==> config.mk <==
export PLATFORM = sky130hd
export DESIGN_NAME = ppea_front
export DESIGN_NICKNAME = d
export VERILOG_FILES = /design/src/rtl/pair_potential_energy_accumulator_assert.svh /design/src/rtl/ppea_pkg.sv /design/src/rtl/ppea_front.sv
export SDC_FILE = /design/constraint.sdc
export NUM_CORES = 2
export LEC_CHECK = 0
export ABC_AREA = 1
export ABC_CLOCK_PERIOD_IN_PS = 27900
export BUFFER_PORTS_ARGS = -buffer_cell sky130_fd_sc_hd__buf_2
export CORE_ASPECT_RATIO = 1.4
export CORE_MARGIN = 1
export CORE_UTILIZATION = 40
export CTS_BUF_LIST = sky130_fd_sc_hd__clkbuf_8 sky130_fd_sc_hd__clkbuf_16
export CTS_CLUSTER_DIAMETER = 40
export CTS_CLUSTER_SIZE = 40
export DETAILED_ROUTE_END_ITERATION = 10
export PLACE_DENSITY_LB_ADDON = 0.08
export REMOVE_ABC_BUFFERS = 1
export SLEW_MARGIN = 20
export SYNTH_ARGS = -nofsm -noshare
export SYNTH_HDL_FRONTEND = slang
export SYNTH_SLANG_ARGS = --single-unit
==> constraint.sdc <==
create_clock -name clk -period 27.9 [get_ports clk]
set_input_delay 1.395 -clock clk [delete_from_list [all_inputs] [get_ports clk]]
set_output_delay 1.395 -clock clk [all_outputs]
set_load 0.03 [all_outputs]
==> src/rtl/pair_potential_energy_accumulator_assert.svh <==
// ----------------------------------------------------------------------------
// Pair potential energy accumulator - assertion macros
// Shorthand for the concurrent checks at the end of the top level.
// ----------------------------------------------------------------------------
`ifndef PAIR_POTENTIAL_ENERGY_ACCUMULATOR_ASSERT_SVH
`define PAIR_POTENTIAL_ENERGY_ACCUMULATOR_ASSERT_SVH

// condition implies consequence in the same cycle
`define PPEA_ASSERT_NOW(lbl, ante, cons, msg) \
	lbl: assert property (@(posedge clk) disable iff (!arst_n) (ante) |-> (cons)) \
		else $error(msg);

// condition implies consequence in the next cycle
`define PPEA_ASSERT_NEXT(lbl, ante, cons, msg) \
	lbl: assert property (@(posedge clk) disable iff (!arst_n) (ante) |=> (cons)) \
		else $error(msg);

`endif

==> src/rtl/ppea_pkg.sv <==
// ----------------------------------------------------------------------------
// ppea_pkg
// Shared types, constants and helpers of the pair energy accumulator.
// ----------------------------------------------------------------------------
package ppea_pkg;

	// species codes wrap at this count
	localparam int SPECIES_COUNT = 4;
	localparam int DIAM_COUNT    = 4;
	localparam int QUEUE_DEPTH   = 2;
	localparam int QPTR_W        = (QUEUE_DEPTH > 1) ? $clog2(QUEUE_DEPTH) : 1;
	localparam int QCNT_W        = $clog2(QUEUE_DEPTH + 1);

	localparam logic [63:0] SUM_CAP  = 64'h7FFF_FFFF_FFFF_FFFF;
	localparam logic [63:0] CAP_QTR  = 64'h1FFF_FFFF_FFFF_FFFF;
	localparam logic [63:0] HALF_Q32 = 64'h0000_0000_8000_0000;
	// 33.75 * ln 2 in Q32.32
	localparam logic [63:0] FENE_K   = 64'd100475250924;

	// configuration register indexes
	typedef enum logic [2:0] {
		CFG_BOX   = 3'd0,
		CFG_DIAM0 = 3'd1,
		CFG_DIAM1 = 3'd2,
		CFG_DIAM2 = 3'd3,
		CFG_DIAM3 = 3'd4
	} cfg_idx_t;

	// pair kind
	localparam logic CMD_WCA  = 1'b0;
	localparam logic CMD_FENE = 1'b1;

	// one classified pair between front and back
	typedef struct packed {
		logic        cmd;
		logic        last;
		logic [31:0] s;
		logic [63:0] r2;
	} pair_t;

	typedef struct packed {
		logic  push;
		pair_t pair;
	} q_wr_t;

	typedef struct packed {
		logic  valid;
		pair_t pair;
	} q_rd_t;

	// species code modulo SPECIES_COUNT
	function automatic logic [1:0] species_wrap(input logic [1:0] code);
		logic [2:0] v;
		v = {1'b0, code};
		for (int i = 0; i < 3; i++) begin
			if (v >= 3'(SPECIES_COUNT)) begin
				v = v - 3'(SPECIES_COUNT);
			end
		end
		return v[1:0];
	endfunction

endpackage

==> src/rtl/ppea_front.sv <==
// ----------------------------------------------------------------------------
// ppea_front
// Takes a pair word, folds each axis by minimum image, forms r2 and sigma sum.
// ----------------------------------------------------------------------------
module ppea_front import ppea_pkg::*; (
	input  logic                         clk,
	input  logic                         arst_n,
	input  logic                         s_tvalid,
	output logic                         s_tready,
	input  logic [199:0]                 s_tdata,
	input  logic [0:0]                   s_tuser,
	input  logic                         s_tlast,
	input  logic [30:0]                  box_length,
	input  logic [DIAM_COUNT-1:0][30:0]  diam,
	input  logic                         q_full,
	output q_wr_t                        q_wr
);

	typedef enum logic [5:0] {
		F_IDLE = 6'b000001,
		F_LOAD = 6'b000010,
		F_DIV  = 6'b000100,
		F_FOLD = 6'b001000,
		F_SQ   = 6'b010000,
		F_PUSH = 6'b100000
	} fstate_t;

	fstate_t       state_q;
	logic [195:0]  in_q;
	logic          cmd_q;
	logic          last_q;
	logic [1:0]    axis_q;
	logic [32:0]   num_q;
	logic [30:0]   rem_q;
	logic [5:0]    cnt_q;
	logic [30:0]   fold_q;
	logic [63:0]   r2_q;

	logic [30:0]   len;
	logic [31:0]   pos_self;
	logic [31:0]   pos_other;
	logic [32:0]   diff;
	logic [32:0]   dist_abs;
	logic [31:0]   rem_t;
	logic [61:0]   sq;
	logic [31:0]   sigma_sum;

	// zero box acts as one raw unit
	assign len = (box_length == '0) ? 31'd1 : box_length;

	// axis select
	always_comb begin
		case (axis_q)
			2'd0: begin
				pos_self  = in_q[31:0];
				pos_other = in_q[129:98];
			end
			2'd1: begin
				pos_self  = in_q[63:32];
				pos_other = in_q[161:130];
			end
			2'd2: begin
				pos_self  = in_q[95:64];
				pos_other = in_q[193:162];
			end
			default: begin
				pos_self  = in_q[31:0];
				pos_other = in_q[129:98];
			end
		endcase
	end

	assign diff     = {pos_self[31], pos_self} - {pos_other[31], pos_other};
	assign dist_abs = diff[32] ? (33'd0 - diff) : diff;
	assign rem_t    = {rem_q, num_q[32]};
	assign sq       = fold_q * fold_q;
	assign sigma_sum = {1'b0, diam[species_wrap(in_q[97:96])]}
		+ {1'b0, diam[species_wrap(in_q[195:194])]};

	assign s_tready     = (state_q == F_IDLE);
	assign q_wr.push    = (state_q == F_PUSH) && !q_full;
	assign q_wr.pair    = '{cmd: cmd_q, last: last_q, s: sigma_sum, r2: r2_q};

	// control sequencer
	always_ff @(posedge clk or negedge arst_n) begin
		if (!arst_n) begin
			state_q <= F_IDLE;
			axis_q  <= '0;
			cnt_q   <= '0;
		end else begin
			case (state_q)
				F_IDLE: if (s_tvalid) begin
					axis_q  <= '0;
					state_q <= F_LOAD;
				end
				F_LOAD: begin
					cnt_q   <= 6'd32;
					state_q <= F_DIV;
				end
				F_DIV: begin
					if (cnt_q == '0) state_q <= F_FOLD;
					else cnt_q <= cnt_q - 6'd1;
				end
				F_FOLD: state_q <= F_SQ;
				F_SQ: begin
					if (axis_q == 2'd2) begin
						state_q <= F_PUSH;
					end else begin
						axis_q  <= axis_q + 2'd1;
						state_q <= F_LOAD;
					end
				end
				F_PUSH: if (!q_full) state_q <= F_IDLE;
				default: state_q <= F_IDLE;
			endcase
		end
	end

	// datapath: remainder of |d| by the box, then fold and square
	always_ff @(posedge clk) begin
		case (state_q)
			F_IDLE: if (s_tvalid) begin
				in_q   <= s_tdata[195:0];
				cmd_q  <= s_tuser[0];
				last_q <= s_tlast;
				r2_q   <= '0;
			end
			F_LOAD: begin
				num_q <= dist_abs;
				rem_q <= '0;
			end
			F_DIV: begin
				num_q <= {num_q[31:0], 1'b0};
				if (rem_t >= {1'b0, len}) rem_q <= 31'(rem_t - {1'b0, len});
				else rem_q <= rem_t[30:0];
			end
			F_FOLD: begin
				// halves round up: take the far side
				if ({rem_q, 1'b0} >= {1'b0, len}) fold_q <= len - rem_q;
				else fold_q <= rem_q;
			end
			F_SQ: r2_q <= r2_q + {2'b0, sq};
			default: ;
		endcase
	end

endmodule

* After elaboration in Yosys (flattened, before gate mapping)
Cells that the tools add are included.
** Word-level totals
- Bits in registers :: 371
- Logic and storage cells :: 71
** Cells by class
- Add/subtract/negate cells :: 8
- $mul :: 1
- Order comparisons :: 4
- Equality and inequality tests :: 13
- Muxes and demuxes :: 24
- Reduce and logical (&&, ||, !) cells :: 11
** Operators by type and width (count)
- 31-bit two-way mux :: 5
- 32-bit one-hot mux with 2 select lines :: 2
- 64-bit one-hot mux with 2 select lines :: 1
- 31-bit binary-select mux with 2-bit select :: 2
- 33-bit one-hot mux with 2 select lines :: 1
- 64-bit by 62-bit adder with 64-bit output :: 1
- 32-bit by 31-bit >= comparator with 1-bit output :: 2
- 64-bit two-way mux :: 1
- 31-bit by 31-bit multiplier with 62-bit output :: 1
- 31-bit one-hot mux with 2 select lines :: 1
- 31-bit subtractor :: 2
- 6-bit one-hot mux with 6 select lines :: 1
- 33-bit two-way mux :: 1
- 1-bit by 33-bit subtractor with 33-bit output (first input constant) :: 1
- 32-bit by 32-bit subtractor with 33-bit output :: 1
- 31-bit by 31-bit adder with 32-bit output :: 1
- 31-bit zero test :: 1
- 6-bit two-way mux :: 5
- 6-bit one-hot mux with 2 select lines :: 1
- 2-bit != test (second input constant) :: 5
- 6-bit by 1-bit equality test with 1-bit output (second input constant) :: 1
- 6-bit by 2-bit equality test with 1-bit output (second input constant) :: 1
- 6-bit by 3-bit equality test with 1-bit output (second input constant) :: 1
- 6-bit by 4-bit equality test with 1-bit output (second input constant) :: 1
- other kinds (15) :: 21

* Depth between registers and ports, before layout
- Word-level depth :: 6
- Mapped depth :: 32
- Depth with buffers taken out :: 30

* Worst setup path before layout
Ideal clock, no wire load.
- Kind :: input to register
- From :: input s_tvalid
- To :: register cmd_q (enable)
- Setup time :: 0.760 ns
- Data arrival time :: 9.579 ns
- Data required time :: 27.140 ns
- Setup slack :: 17.561 ns
- Cell stages on the path :: 2
- Path buffers :: 0
- Cell sequence :: inv_1 > nor2_1
** Between the ends
- Word-level cells in the longest chain between the ends :: 1
** Ends and longest elaborated chain
- from (decl) :: RTL line ppea_front.sv:8 : input logic s_tvalid,
- 2-bit AND reduction (no line)
- to (signal assigned) :: RTL line ppea_front.sv:124 : cmd_q <= s_tuser[0];
- to (decl) :: RTL line ppea_front.sv:30 : logic cmd_q;
No other way between the ends.
A chain may end at the register's enable or synchronous reset.

* Worst setup path after layout
- From :: register fold_q[18]
- To :: register r2_q[61] (data pin)
** Between the ends
- Word-level cells in the longest chain between the ends :: 3
** Ends and longest elaborated chain
- from (decl) :: RTL line ppea_front.sv:36 : logic [30:0] fold_q;
- from (signal assigned) :: RTL line ppea_front.sv:139 : if ({rem_q, 1'b0} >= {1'b0, len}) fold_q <= len - rem_q;
- from (signal assigned) :: RTL line ppea_front.sv:140 : else fold_q <= rem_q;
- 31-bit by 31-bit multiplier with 62-bit output :: RTL line ppea_front.sv:76 : assign sq = fold_q * fold_q;
- 64-bit by 62-bit adder with 64-bit output :: RTL line ppea_front.sv:142 : F_SQ: r2_q <= r2_q + {2'b0, sq};
- 64-bit one-hot mux with 2 select lines :: RTL line ppea_front.sv:121 : case (state_q)
- to (signal assigned) :: RTL line ppea_front.sv:142
- to (decl) :: RTL line ppea_front.sv:37 : logic [63:0] r2_q;
No other way between the ends.

==> results.json <==
{
  "status": "finished clean",
  "regToRegSetupSlack_ns": 19.41,
  "drc_errors": 0,
  "die_h_um": 437,
  "rows": 159,
  "cts_sinks": 371,
  "numCtsBuffers": 61,
  "synth-edff-count": 357,
  "finalSetupViolCount": 0,
  "synth.distinct_cells": 63,
  "maxSlewHeadroom": 0.276,
  "cts_max_level": 2,
  "slew_violations": 0,
  "dp_hpwl_um": 130000,
  "syn_avg_cell_area_um2": 8.35,
  "holdBufCountCts": 0,
  "portBuffers": 456,
  "max_cap_viol_count": 0,
  "synth.area.top_cells": "fa_1, edfxtp_1, inv_1, ha_1, nand2_1",
  "wl_per_cell_um": 18.5,
  "io_pins": 461,
  "crit_path_start": "fold_q[18]",
  "cts.clk_slew.worst_paths_ns": 0.06,
  "start_kind": "flip-flop",
  "post-synth-top-area-fraction": 0.298,
  "antenna_found_initial": 39,
  "tritoncts": "built",
  "wl_um": 160000,
  "yosysWarnings": 0,
  "vias": 42800,
  "clock_skew_ns": 0.0324,
  "finalCriticalPeriod_ns": 8.49,
  "cp_max_fo": 31,
  "required_ns": 28.31,
  "core_area_um2": 134000,
  "r2r-end": "r2_q[61]",
  "fmax_ghz": 0.118,
  "synthToLayoutAreaGrowth_pct": 11.4,
  "grt_pass1_vias": 46300,
  "syn_area_um2": 54000,
  "r2r_cells": 24,
  "cts_buffer_depth": 3,
  "ys_seq_area_frac": 0.205,
  "synth_top_cell_by_area": "fa_1",
  "rsz0062_at_grt": "false",
  "synthCells": 6463,
  "start_util": 0.402,
  "hold_viol_final": 0,
  "dr.pass1.iters": 5,
  "overflow": 0,
  "postCtsResizedCells": 0,
  "crit_path_end": "r2_q[61]",
  "clock-root-buffer": "clkbuf_16",
  "hold_path.class": "flip-flop to flip-flop",
  "drtAntennaViolNets": 0,
  "nets": 8379,
  "clk-insertion-delay-late_ns": 0.66,
  "fin_cells": 8652,
  "reg2reg_from": "fold_q[18]",
  "gp_congestion": 0.922,
  "die-area_um2": 136000,
  "placedCellCount": 8515,
  "viasPerCell": 4.95,
  "final.setup.tns_ns": 0,
  "tightestPinTransition_ns": 1.09,
  "grt_use_total": 0.237,
  "cp.arrival_ns": 8.90,
  "final_common_cell": "inv_1",
  "grt_pass1_wl_um": 252000,
  "drtIter0Drc": 1820,
  "cts_setup_buffers": 0,
  "drive_above_1_share": 0.101,
  "ys_ff_latch": 371,
  "grt_max_degree": 199,
  "timing.hold.ws_ns": 0.502,
  "async_flop_share": 0.0377,
  "finalCritPeriodShare": 0.304,
  "path_class": "flip-flop to flip-flop",
  "die_x_um": 312,
  "endpoint_kind": "flip-flop",
  "layout_common_cells": "inv_1, nand2_1, fa_1",
  "ys.flop_type": "edfxtp_1"
}
[worst min-delay path by stage]
stage | start | endpoint | slack, ns | cells past startpoint
6_report | cnt_q[5] | cnt_q[5] | 0.50 | 1
5_1_grt | cnt_q[5] | cnt_q[5] | 0.52 | 1
4_1_cts | cnt_q[5] | cnt_q[5] | 0.50 | 1
3_5_place_dp | cnt_q[5] | cnt_q[5] | 0.49 | 1
3_3_place_gp | cnt_q[0] | cnt_q[0] | 0.49 | 1
2_1_floorplan | cnt_q[5] | cnt_q[5] | 0.46 | 1
[area by class of cell]
cell class                      count  area, um^2
Fill cell                       13600       74000
Multi-Input combinational cell   4238       35900
Sequential cell                   371       11100
Inverter                         1624        6100
Timing Repair Buffer              511        2710
Tap cell                         1771        2220
Clock buffer                       63        1580
Clock inverter                     52         473
Antenna cell                       22        55.1
[cell usage after synthesis (13+ instances only)]
| cell | instances |
|---|---|
| inv_1 | 1614 |
| nand2_1 | 1213 |
| fa_1 | 802 |
| ha_1 | 409 |
| nor2_1 | 406 |
| o21ai_0 | 388 |
| edfxtp_1 | 357 |
| a21oi_1 | 294 |
| clkbuf_1 | 189 |
| nand3_1 | 142 |
| xor2_1 | 90 |
| a221o_1 | 64 |
| o22ai_1 | 61 |
| xnor2_1 | 52 |
| nand4_1 | 42 |
| o21bai_1 | 29 |
| a21o_1 | 28 |
| a31oi_1 | 27 |
| buf_1 | 25 |
| nor3_1 | 24 |
| o21a_1 | 19 |
| o21ai_1 | 19 |
| nand2_2 | 15 |
| dfrtp_1 | 13 |
| nand3b_1 | 13 |
[flip-flops by register name, indices dropped and copies added, names as in the netlist]
signal / flops
r2_q: 64
fold_q: 31
axis_q: 2
in_q: 196
cnt_q: 6
rem_q: 31
state_q: 6
last_q: 1
cmd_q: 1
num_q: 33
[metal layers]
layer / GRT usage / share of wire
met5: 0 / 0.0010
met3: 0.0281 / 0.037
met4: 0.0935 / 0.041
met2: 0.458 / 0.54
met1: 0.259 / 0.38
[worst max-delay path, cell delays in order, from the launching register on]
cell and delay (ns):
edfxtp_1 0.32, buf_4 0.50, nand2_1 0.29, fa_1 0.52
fa_1 0.54, inv_1 0.05, fa_1 0.49, inv_1 0.06
fa_1 0.53, inv_1 0.05, fa_1 0.48, fa_1 0.51
fa_1 0.56, fa_1 0.44, ha_1 0.34, a21oi_1 0.37
o21ai_0 0.34, a21oi_1 0.28, o21ai_0 0.23, nand2_1 0.12
nand3_1 0.23, a21oi_1 0.49, o21ai_0 0.22, o21ai_0 0.19
nor2_1 0.06
[cells by family after synthesis]
family / Yosys count / share of synthesized area
flip-flops: 371 / 0.205
adder cells (fa/ha/maj): 1211 / 0.392
buffers and inverters: 1854 / 0.130
XOR/XNOR: 143 / 0.0233
AND/OR/NAND/NOR: 1910 / 0.145
AO/OA/AOI/OAI: 974 / 0.105
[per-stage QoR]
step	setup WS, ns	utilization	cell area (um^2)
after floorplan	17.56	-	53000
after global placement	19.42	0.433	58000
after detailed placement	19.42	0.433	58000
after CTS	19.39	0.448	60100
after global routing	19.17	0.448	60100
final	19.41	0.448	60100
Power is not shown: default switching activity piles up to over one toggle a cycle in this logic, so the estimate is an artifact.
