$ cat config.mk
export PLATFORM = sky130hd
export DESIGN_NAME = ppea_queue
export DESIGN_NICKNAME = d
export VERILOG_FILES = /design/src/rtl/pair_potential_energy_accumulator_assert.svh /design/src/rtl/ppea_pkg.sv /design/src/rtl/ppea_queue.sv
export SDC_FILE = /design/constraint.sdc
export NUM_CORES = 1
export LEC_CHECK = 0
export BUFFER_PORTS_ARGS = -buffer_cell sky130_fd_sc_hd__buf_2
export CAP_MARGIN = 5
export CORE_MARGIN = 2
export CORE_UTILIZATION = 52
export DETAILED_ROUTE_END_ITERATION = 10
export PLACE_DENSITY = 0.87
export SLEW_MARGIN = 10
export SYNTH_ARGS = -nofsm -noshare
export SYNTH_HDL_FRONTEND = slang
export SYNTH_SLANG_ARGS = --single-unit
$ cat constraint.sdc
create_clock -name clk -period 6 [get_ports clk]
set_input_delay 0.6 -clock clk [delete_from_list [all_inputs] [get_ports clk]]
set_output_delay 0.6 -clock clk [all_outputs]
set_load 0.05 [all_outputs]
$ cat src/rtl/pair_potential_energy_accumulator_assert.svh
// ----------------------------------------------------------------------------
// Pair potential energy accumulator - assertion macros
// Shorthand for the concurrent checks at the end of the top level.
// ----------------------------------------------------------------------------
`ifndef PAIR_POTENTIAL_ENERGY_ACCUMULATOR_ASSERT_SVH
`define PAIR_POTENTIAL_ENERGY_ACCUMULATOR_ASSERT_SVH

// condition implies consequence in the same cycle
`define PPEA_ASSERT_NOW(lbl, ante, cons, msg) \
	lbl: assert property (@(posedge clk) disable iff (!arst_n) (ante) |-> (cons)) \
		else $error(msg);

// condition implies consequence in the next cycle
`define PPEA_ASSERT_NEXT(lbl, ante, cons, msg) \
	lbl: assert property (@(posedge clk) disable iff (!arst_n) (ante) |=> (cons)) \
		else $error(msg);

`endif

$ cat src/rtl/ppea_pkg.sv
// ----------------------------------------------------------------------------
// ppea_pkg
// Shared types, constants and helpers of the pair energy accumulator.
// ----------------------------------------------------------------------------
package ppea_pkg;

	// species codes wrap at this count
	localparam int SPECIES_COUNT = 4;
	localparam int DIAM_COUNT    = 4;
	localparam int QUEUE_DEPTH   = 2;
	localparam int QPTR_W        = (QUEUE_DEPTH > 1) ? $clog2(QUEUE_DEPTH) : 1;
	localparam int QCNT_W        = $clog2(QUEUE_DEPTH + 1);

	localparam logic [63:0] SUM_CAP  = 64'h7FFF_FFFF_FFFF_FFFF;
	localparam logic [63:0] CAP_QTR  = 64'h1FFF_FFFF_FFFF_FFFF;
	localparam logic [63:0] HALF_Q32 = 64'h0000_0000_8000_0000;
	// 33.75 * ln 2 in Q32.32
	localparam logic [63:0] FENE_K   = 64'd100475250924;

	// configuration register indexes
	typedef enum logic [2:0] {
		CFG_BOX   = 3'd0,
		CFG_DIAM0 = 3'd1,
		CFG_DIAM1 = 3'd2,
		CFG_DIAM2 = 3'd3,
		CFG_DIAM3 = 3'd4
	} cfg_idx_t;

	// pair kind
	localparam logic CMD_WCA  = 1'b0;
	localparam logic CMD_FENE = 1'b1;

	// one classified pair between front and back
	typedef struct packed {
		logic        cmd;
		logic        last;
		logic [31:0] s;
		logic [63:0] r2;
	} pair_t;

	typedef struct packed {
		logic  push;
		pair_t pair;
	} q_wr_t;

	typedef struct packed {
		logic  valid;
		pair_t pair;
	} q_rd_t;

	// species code modulo SPECIES_COUNT
	function automatic logic [1:0] species_wrap(input logic [1:0] code);
		logic [2:0] v;
		v = {1'b0, code};
		for (int i = 0; i < 3; i++) begin
			if (v >= 3'(SPECIES_COUNT)) begin
				v = v - 3'(SPECIES_COUNT);
			end
		end
		return v[1:0];
	endfunction

endpackage

$ cat src/rtl/ppea_queue.sv
// ----------------------------------------------------------------------------
// ppea_queue
// Small register queue between the front and back parts.
// ----------------------------------------------------------------------------
module ppea_queue import ppea_pkg::*; (
	input  logic  clk,
	input  logic  arst_n,
	input  q_wr_t q_wr,
	input  logic  pop,
	output logic  full,
	output q_rd_t q_rd
);

	pair_t              mem_q [QUEUE_DEPTH];
	logic [QPTR_W-1:0]  wr_ptr_q;
	logic [QPTR_W-1:0]  rd_ptr_q;
	logic [QCNT_W-1:0]  count_q;

	assign full       = (count_q == QCNT_W'(QUEUE_DEPTH));
	assign q_rd.valid = (count_q != '0);
	assign q_rd.pair  = mem_q[rd_ptr_q];

	// pointers and fill count
	always_ff @(posedge clk or negedge arst_n) begin
		if (!arst_n) begin
			wr_ptr_q <= '0;
			rd_ptr_q <= '0;
			count_q  <= '0;
		end else begin
			if (q_wr.push) begin
				wr_ptr_q <= (wr_ptr_q == QPTR_W'(QUEUE_DEPTH - 1)) ? '0 : wr_ptr_q + 1'b1;
			end
			if (pop) begin
				rd_ptr_q <= (rd_ptr_q == QPTR_W'(QUEUE_DEPTH - 1)) ? '0 : rd_ptr_q + 1'b1;
			end
			if (q_wr.push && !pop) count_q <= count_q + 1'b1;
			else if (pop && !q_wr.push) count_q <= count_q - 1'b1;
		end
	end

	// entry store
	always_ff @(posedge clk) begin
		if (q_wr.push) mem_q[wr_ptr_q] <= q_wr.pair;
	end

endmodule

# Word-level counts from Yosys, hierarchy flattened
# Memories as Yosys holds them, arrays and structs flattened.
# Cells that the tools add are included.
word_totals:
  ff_bits: 4
  latch_bits: 0
  ram_bits: 196
  mem_bits_ro: 0
  in_bits: 102
  memories: 1
classes:
  add_sub_neg: 4
  multipliers: 0
  div_mod_pow: 0
  n_lt_le_gt_ge: 0
  n_eq_ne: 1
  n_shift: 0
  mux: 6
  bitwise: 0
  n_reduce_logical: 6
memory_table:
  columns: ["memory", "words", "word_bits", "read_ports", "rd_clocked_by_memory_dff", "write_ports", "line", "text"]
  rows:
  - ["mem_q", 2, 98, 1, 0, 1, "ppea_queue.sv:14", "pair_t mem_q [QUEUE_DEPTH];"]
ops:
  columns: ["op", "count"]
  rows:
  - ["$mux W1", 4]
  - ["$mux W2", 2]
  - ["$reduce_bool A2 Y1", 2]
  - ["$add A1 B1 Y1 const B", 2]
  - ["$add A2 B1 Y2 const B", 1]
  - ["$eq A2 B2 Y1 const B", 1]
  - ["$logic_and A1 B1 Y1", 2]
  - ["$logic_not A1 Y1", 2]
  - ["$sub A2 B1 Y2 const B", 1]

# Longest topological paths before layout
# Gate-level depths: netlist of run 1.
depth:
  ltp_word: 4
  ltp_mapped: 5
  mapped_depth_nobuf: 5

# Worst setup path after synthesis of run 1
# Ideal clock, no wire load.
synth_path:
  path_kind: "input port to flip-flop"
  startpoint: "input q_wr[98] (netlist name)"
  endpoint: "memory mem_q[0][0] (netlist name), enable pin"
  setup_ps: 567
  arrival_ps: 4867
  t_required_ps: 5433
  path_slack_ps: 566
  cell_stages: 1
  path_buffers: 0
  cell_sequence: "nor2b_1"
synth_via:
  elab_chain_cells: 2
synth_lines:
  columns: ["element", "line", "text"]
  rows:
  - ["from (decl)", "ppea_queue.sv:8", "input q_wr_t q_wr,"]
  - ["$mux W1", "ppea_queue.sv:43", "if (q_wr.push) mem_q[wr_ptr_q] <= q_wr.pair;"]
  - ["$mux W1 (not written as such)", "ppea_queue.sv:43", null]
  - ["to (decl)", "ppea_queue.sv:14", null]
# Every way passes these cells.

==> results of run 1 <==
[how the worst min path moves through the flow]
stage | startpoint | end | slack, ns | cells after the start
floorplan | arst_n | count_q[0] | 0.30 | 0
global placement | arst_n | count_q[0] | 0.41 | 1
detailed placement | arst_n | count_q[0] | 0.41 | 1
CTS | q_wr[57] | mem_q[0][57] | 0.34 | 1
global route | q_wr[67] | mem_q[1][67] | 0.34 | 1
finish | q_wr[68] | mem_q[1][68] | 0.37 | 1
[through the flow]
| stage | power (µW) | std cells | utilization [%] |
|---|---|---|---|
| 2_1_floorplan | 3640 | 321 | - |
| 3_3_place_gp | 3980 | 694 | 61.6 |
| 3_5_place_dp | 4020 | 694 | 61.6 |
| 4_1_cts | 5210 | 727 | 66.2 |
| 5_1_grt | 5360 | 727 | 66.2 |
| 6_report | 5160 | 728 | 66.2 |
[cells by family after synthesis]
| family | count (synthesis) | synth area share, % |
|---|---|---|
| fa+ha+maj | 1 | 0.172 |
| mux | 98 | 15.7 |
| buf+inv | 12 | 1.06 |
| flops | 200 | 82.1 |
| simple gates | 5 | 0.395 |
| xor+xnor | 5 | 0.601 |
[synthesized netlist by cell type]
library cell,n
and2_1,1
buf_2,8
buf_6,3
dfrtp_1,4
edfxtp_1,196
ha_1,1
inv_1,1
mux2_2,88
mux2_4,10
nor2_1,1
nor2b_1,2
or2_2,1
xnor2_1,1
xor2_1,4
[power by group through the flow]
stage | Sequential [µW] | Clock [µW] | Combinational (µW)
6_report | 1980 | 1180 | 2000
5_1_grt | 2010 | 1260 | 2090
4_1_cts | 1990 | 1200 | 2020
3_5_place_dp | 2010 | 0 | 2010
3_3_place_gp | 1990 | 0 | 1990
2_1_floorplan | 1960 | 0 | 1680
[repair_timing]
action	CTS	global route
endpoints found under the setup margin	0	0
hold buffers	1	0
endpoints found under the hold margin	4	0
[layout by cell type (no fill, tap or decap)]
cell / instances
ha_1: 1
nor2_1: 1
nor2b_4: 1
clkinvlp_4: 2
buf_2: 201
clkbuf_16: 17
clkinv_1: 1
inv_1: 1
bufinv_16: 4
diode_2: 1
dfrtp_4: 1
or2_2: 1
mux2_4: 10
nor2b_1: 1
mux2_2: 88
clkinv_2: 3
dlygate4sd3_1: 1
clkinv_4: 2
dfrtp_1: 3
xnor2_1: 1
inv_6: 3
buf_4: 3
and2_4: 1
edfxtp_1: 196
xor2_1: 4
[state kept, by name (all words and copies together), names as in the netlist]
signal and cells:
mem_q 196, wr_ptr_q 1, rd_ptr_q 1, count_q 2
[layout make-up]
class	count	share of cell area, %
Antenna cell	1	0.0274
Clock buffer	17	4.67
Clock inverter	15	2.17
Inverter	1	0.0412
Multi-Input combinational cell	109	13.6
Sequential cell	200	65.7
Tap cell	180	2.47
Timing Repair Buffer	205	11.4
[critical path: cells and delay by family (launching register included)]
kind	cells	cell delay, ns
buffers and inverters	2	0.90
DFF	1	0.82
muxes	1	0.43
[metal layers]
metal	GRT usage [%]	share of wire (%)
met1	19.1	39
met2	29.4	53
met3	6.04	6.8
met4	6.61	1.4
met5	0	0
==> flow_summary.ini, run 1 <==
[pwr]
vdd_ir_drop_max_mv = 0.427
p_comb_share_pct = 38.7
swShare_pct = 39.7
clkPwrFrac_pct = 22.9
seqPwrFrac_pct = 38.4
p_int_uw = 3110
power_density_mw_per_mm2 = 566
p_switching_uw = 2050
p_leak_uw = 0.00348

[layout]
final_area_mm2 = 0.00912
multi_input_area_mm2 = 0.00124
ff_latch_area_mm2 = 0.00599
fillerInstances = 969
drive_gt1_share_pct = 61.6
layout.nets = 637
area_delta_synth_final_pct = 25.1

[clock_network]
cts_root_buffer = clkbuf_16
cts.sinks = 200
path_clk_slew_ns = 0.07
cts_setup_buffers = 0
ctsHtreeMaxLevel = 4
cts_resized = 0
cts-buffers-inserted = 17
insertion_delay_ns = 0.42
cts_buffer_depth = 2
tritoncts = yes

[worst_setup_path]
crit_chain = buf_4 -> mux2_2 -> buf_2
r2r_cells = 2
startpoint_type = flop
startpoint = rd_ptr_q
crit_type = reg2out
crit_path_top_delay_cell = dfrtp_4
crit_path_end_kind = output port
r2r_end = mem_q[0][62]
cp.arrival_ns = 2.65
path_max_fanout = 54
r2r_start = wr_ptr_q
critPathCapture = q_rd[24]
critPathRequiredTime_ns = 5.40
crit_path_max_incr_delay_ns = 0.82
reg2reg_setup_slack_ns = 3.50

[detailed_routing]
drt.antenna.violating_nets = 0
drtIter0Drc = 237
drt_wl_total_mm = 12.7
wl_per_cell_um = 17.4
via_count = 3669
drc = 0
avgViaCountPerCell = 5.04
dr.pass1.iters = 4

[logic_synthesis]
syn_inst = 321
synth_area_mm2 = 0.00729
synth_area_leaders = edfxtp_1, mux2_2, mux2_4
synth_cell_types = 14
yosysTopAreaCell = edfxtp_1
seq_area_frac_synth_pct = 82.1
synth_nets = 424
ys_seq_elements = 200
avgSynthCellArea_um2 = 22.7
synth_top_area_share_pct = 80.7
yosysWarnings = 0

[timing]
setup_ws_ns = 2.75
fmax_mhz = 308
fin_worst_skew_ns = 0.00624
drv_slew = 0
relSlewSlack_pct = 32.2
max_slew.worst_pin.slew_ns = 1.02
min_period_ns = 3.25
whs_ns = 0.367
final-hold-violation-count = 0
rsz0062_at_grt = false
setup_tns_ns = 0
fin_crit_sh_pct = 54.1
setup_viol = 0

[placement]
dp_slack_ns = 3.12
place_area_mm2 = 0.00848
gp_congestion = 0.689
io_buffers = 201
dpl.hpwl_mm = 8.26

[grt]
grt_pass1_wl_mm = 18.6
grt_usage_pct = 16.9
grt_overflow = 0
grt_start_max_net_pins = 69
antenna_found_initial = 0
grt_pass1_vias = 3730

[floorplanning]
core_area_mm2 = 0.0138
initial_core_util_pct = 52.9
dieWidth_um = 122
io_pins = 202
rows = 43
die_y_um = 122
die_area_mm2 = 0.0150

[run_status]
status = finished clean

[flow_run]
cap_violations = 0

[worst_hold_path]
hold_class = in2reg
Power figures use the tool's default switching activity.
==> run 2, diff against run 1 <==
- CORE_UTILIZATION: 52 -> 47
- PLACE_DENSITY: 0.87 -> 0.84
- clock period: 6 -> 2.68 ns (I/O delays scaled with it)
==> run 2 against run 1 <==
Effect of this change: clock skew shrank 0.00086 ns; combinational power grew 130%; global-route usage shrank 1.3 points; routed wire length grew 1.9%; design area shrank 0.38%; critical path depth is the same; sequential share of layout area grew 0.25 points; power grew 120%; clock power grew 89%; non-clock buffer count grew 5; core utilization shrank 6.5 points; highest routed layer is now met5; first-iteration DRC count shrank 27%; critical path type unchanged; critical endpoint is now q_rd[6].
==> flow_summary.ini, run 2 (same netlist as run 1, synthesis figures left out) <==
[clock_network]
cts.sinks = 200
path_clk_slew_ns = 0.07
cts_resized = 0
tritoncts = yes
cts_buffer_depth = 2
cts_root_buffer = clkbuf_16
ctsHtreeMaxLevel = 4
insertion_delay_ns = 0.43
cts-buffers-inserted = 17

[floorplanning]
initial_core_util_pct = 48.0
dieWidth_um = 129
io_pins = 202
die_area_mm2 = 0.0165
core_area_mm2 = 0.0152
die_y_um = 129
rows = 45

[timing]
drv_slew = 0
setup_tns_ns = 0
fmax_mhz = 441
setup_ws_ns = 0.414
fin_worst_skew_ns = 0.00538
final-hold-violation-count = 0
min_period_ns = 2.27
relSlewSlack_pct = 52.9
max_slew.worst_pin.slew_ns = 0.707
rsz0062_at_grt = false
setup_viol = 0
fin_crit_sh_pct = 84.6

[layout]
largest_register_ffs = 196
final_common_cell = buf_2
antenna_cells = 0
final_cell_mix = buf_2, edfxtp_1, mux2_2, clkbuf_16, mux2_4
layout.nets = 642
top_regs = mem_q x196, count_q x2
drive_gt1_share_pct = 60.5
area_delta_synth_final_pct = 24.6
stdcell_count = 740
top_register = mem_q
final_area_mm2 = 0.00908

[detailed_routing]
drtIter0Drc = 174
via_count = 3706
drt_wl_total_mm = 12.9
drt.antenna.violating_nets = 0
wl_per_cell_um = 17.5
avgViaCountPerCell = 5.01
drc = 0
dr.pass1.iters = 4

[worst_setup_path]
crit_path_end_kind = output port
startpoint_type = flop
critPathRequiredTime_ns = 2.41
reg2reg_setup_slack_ns = 1.00
crit_type = reg2out
path_max_fanout = 44
cp.arrival_ns = 2.00

[placement]
dp.cells = 705
dpl.hpwl_mm = 8.81
dp_slack_ns = 0.854
gp_congestion = 0.697
io_buffers = 201
place_area_mm2 = 0.00854

[grt]
grtUsageMet3_pct = 6.61
use_met1_pct = 16.7
grt_usage_pct = 15.7
grt_use_met2_pct = 27.6
top_usage_layer = met2
grt_pass1_vias = 3901
grt_start_max_net_pins = 56
grt_pass1_wl_mm = 19.3
grt_overflow = 0
antenna_found_initial = 1

[pwr]
vdd_ir_drop_max_mv = 0.665
total_power_uw = 11200
p_leak_uw = 0.00346
power_density_mw_per_mm2 = 1230

[worst_hold_path]
hold_class = in2reg

[run_status]
status = finished clean

[flow_run]
cap_violations = 0
run 2: through the flow:
stage	util, %	hold WS (ns)
final	59.8	0.0276
after global routing	59.8	0.000256
after CTS	59.6	0.000531
after detailed placement	56.2	0.0831
after global placement	56.2	0.0759
after floorplan	-	-0.0276
run 2: power by group:
part / total [µW] / leakage (µW) / internal, µW / switching (µW)
clock network: 2230 / 0.000249 / 1170 / 1060
logic: 4660 / 0.00132 / 1290 / 3370
registers: 4310 / 0.00189 / 4150 / 156
total: 11200 / 0.00346 / 6610 / 4590
run 2: worst max-delay path, cell delays in order, from the launching register on:
cell and delay, ns:
dfrtp_4 0.43, buf_4 0.47, mux2_2 0.41, buf_2 0.21
run 2: repair_timing:
action	4_1_cts	5_1_grt
hold endpoints to repair	4	3
setup buffers	0	0
hold buffers	1	2
run 2: cell type report:
cell class                      count  area (µm²)
Timing Repair Buffer              210        1110
Fill cell                        1147        6120
Clock buffer                       18         429
Multi-Input combinational cell    109        1240
Sequential cell                   200        5990
Inverter                            1        3.75
Tap cell                          188         235
Clock inverter                     14        83.8
run 2: worst paths after layout:
path / start / end / cells past startpoint
setup reg to reg: wr_ptr_q / mem_q[1][73] / 2
min in group asynchronous: arst_n / count_q[0] / 2
setup / recovery: rd_ptr_q / q_rd[6] / 3
hold / removal: q_wr[81] / mem_q[1][81] / 1
hold reg to reg: count_q[1] / count_q[1] / 1
max in group asynchronous: arst_n / rd_ptr_q / 2
run 2: routing by layer:
layer / wire length, µm / part of all wire, % / vias up
met5: 13 / 0.10 / -
met4: 238 / 1.8 / 2
met3: 869 / 6.7 / 21
met2: 6800 / 53 / 139
met1: 5000 / 39 / 1841
li1: - / - / 1703
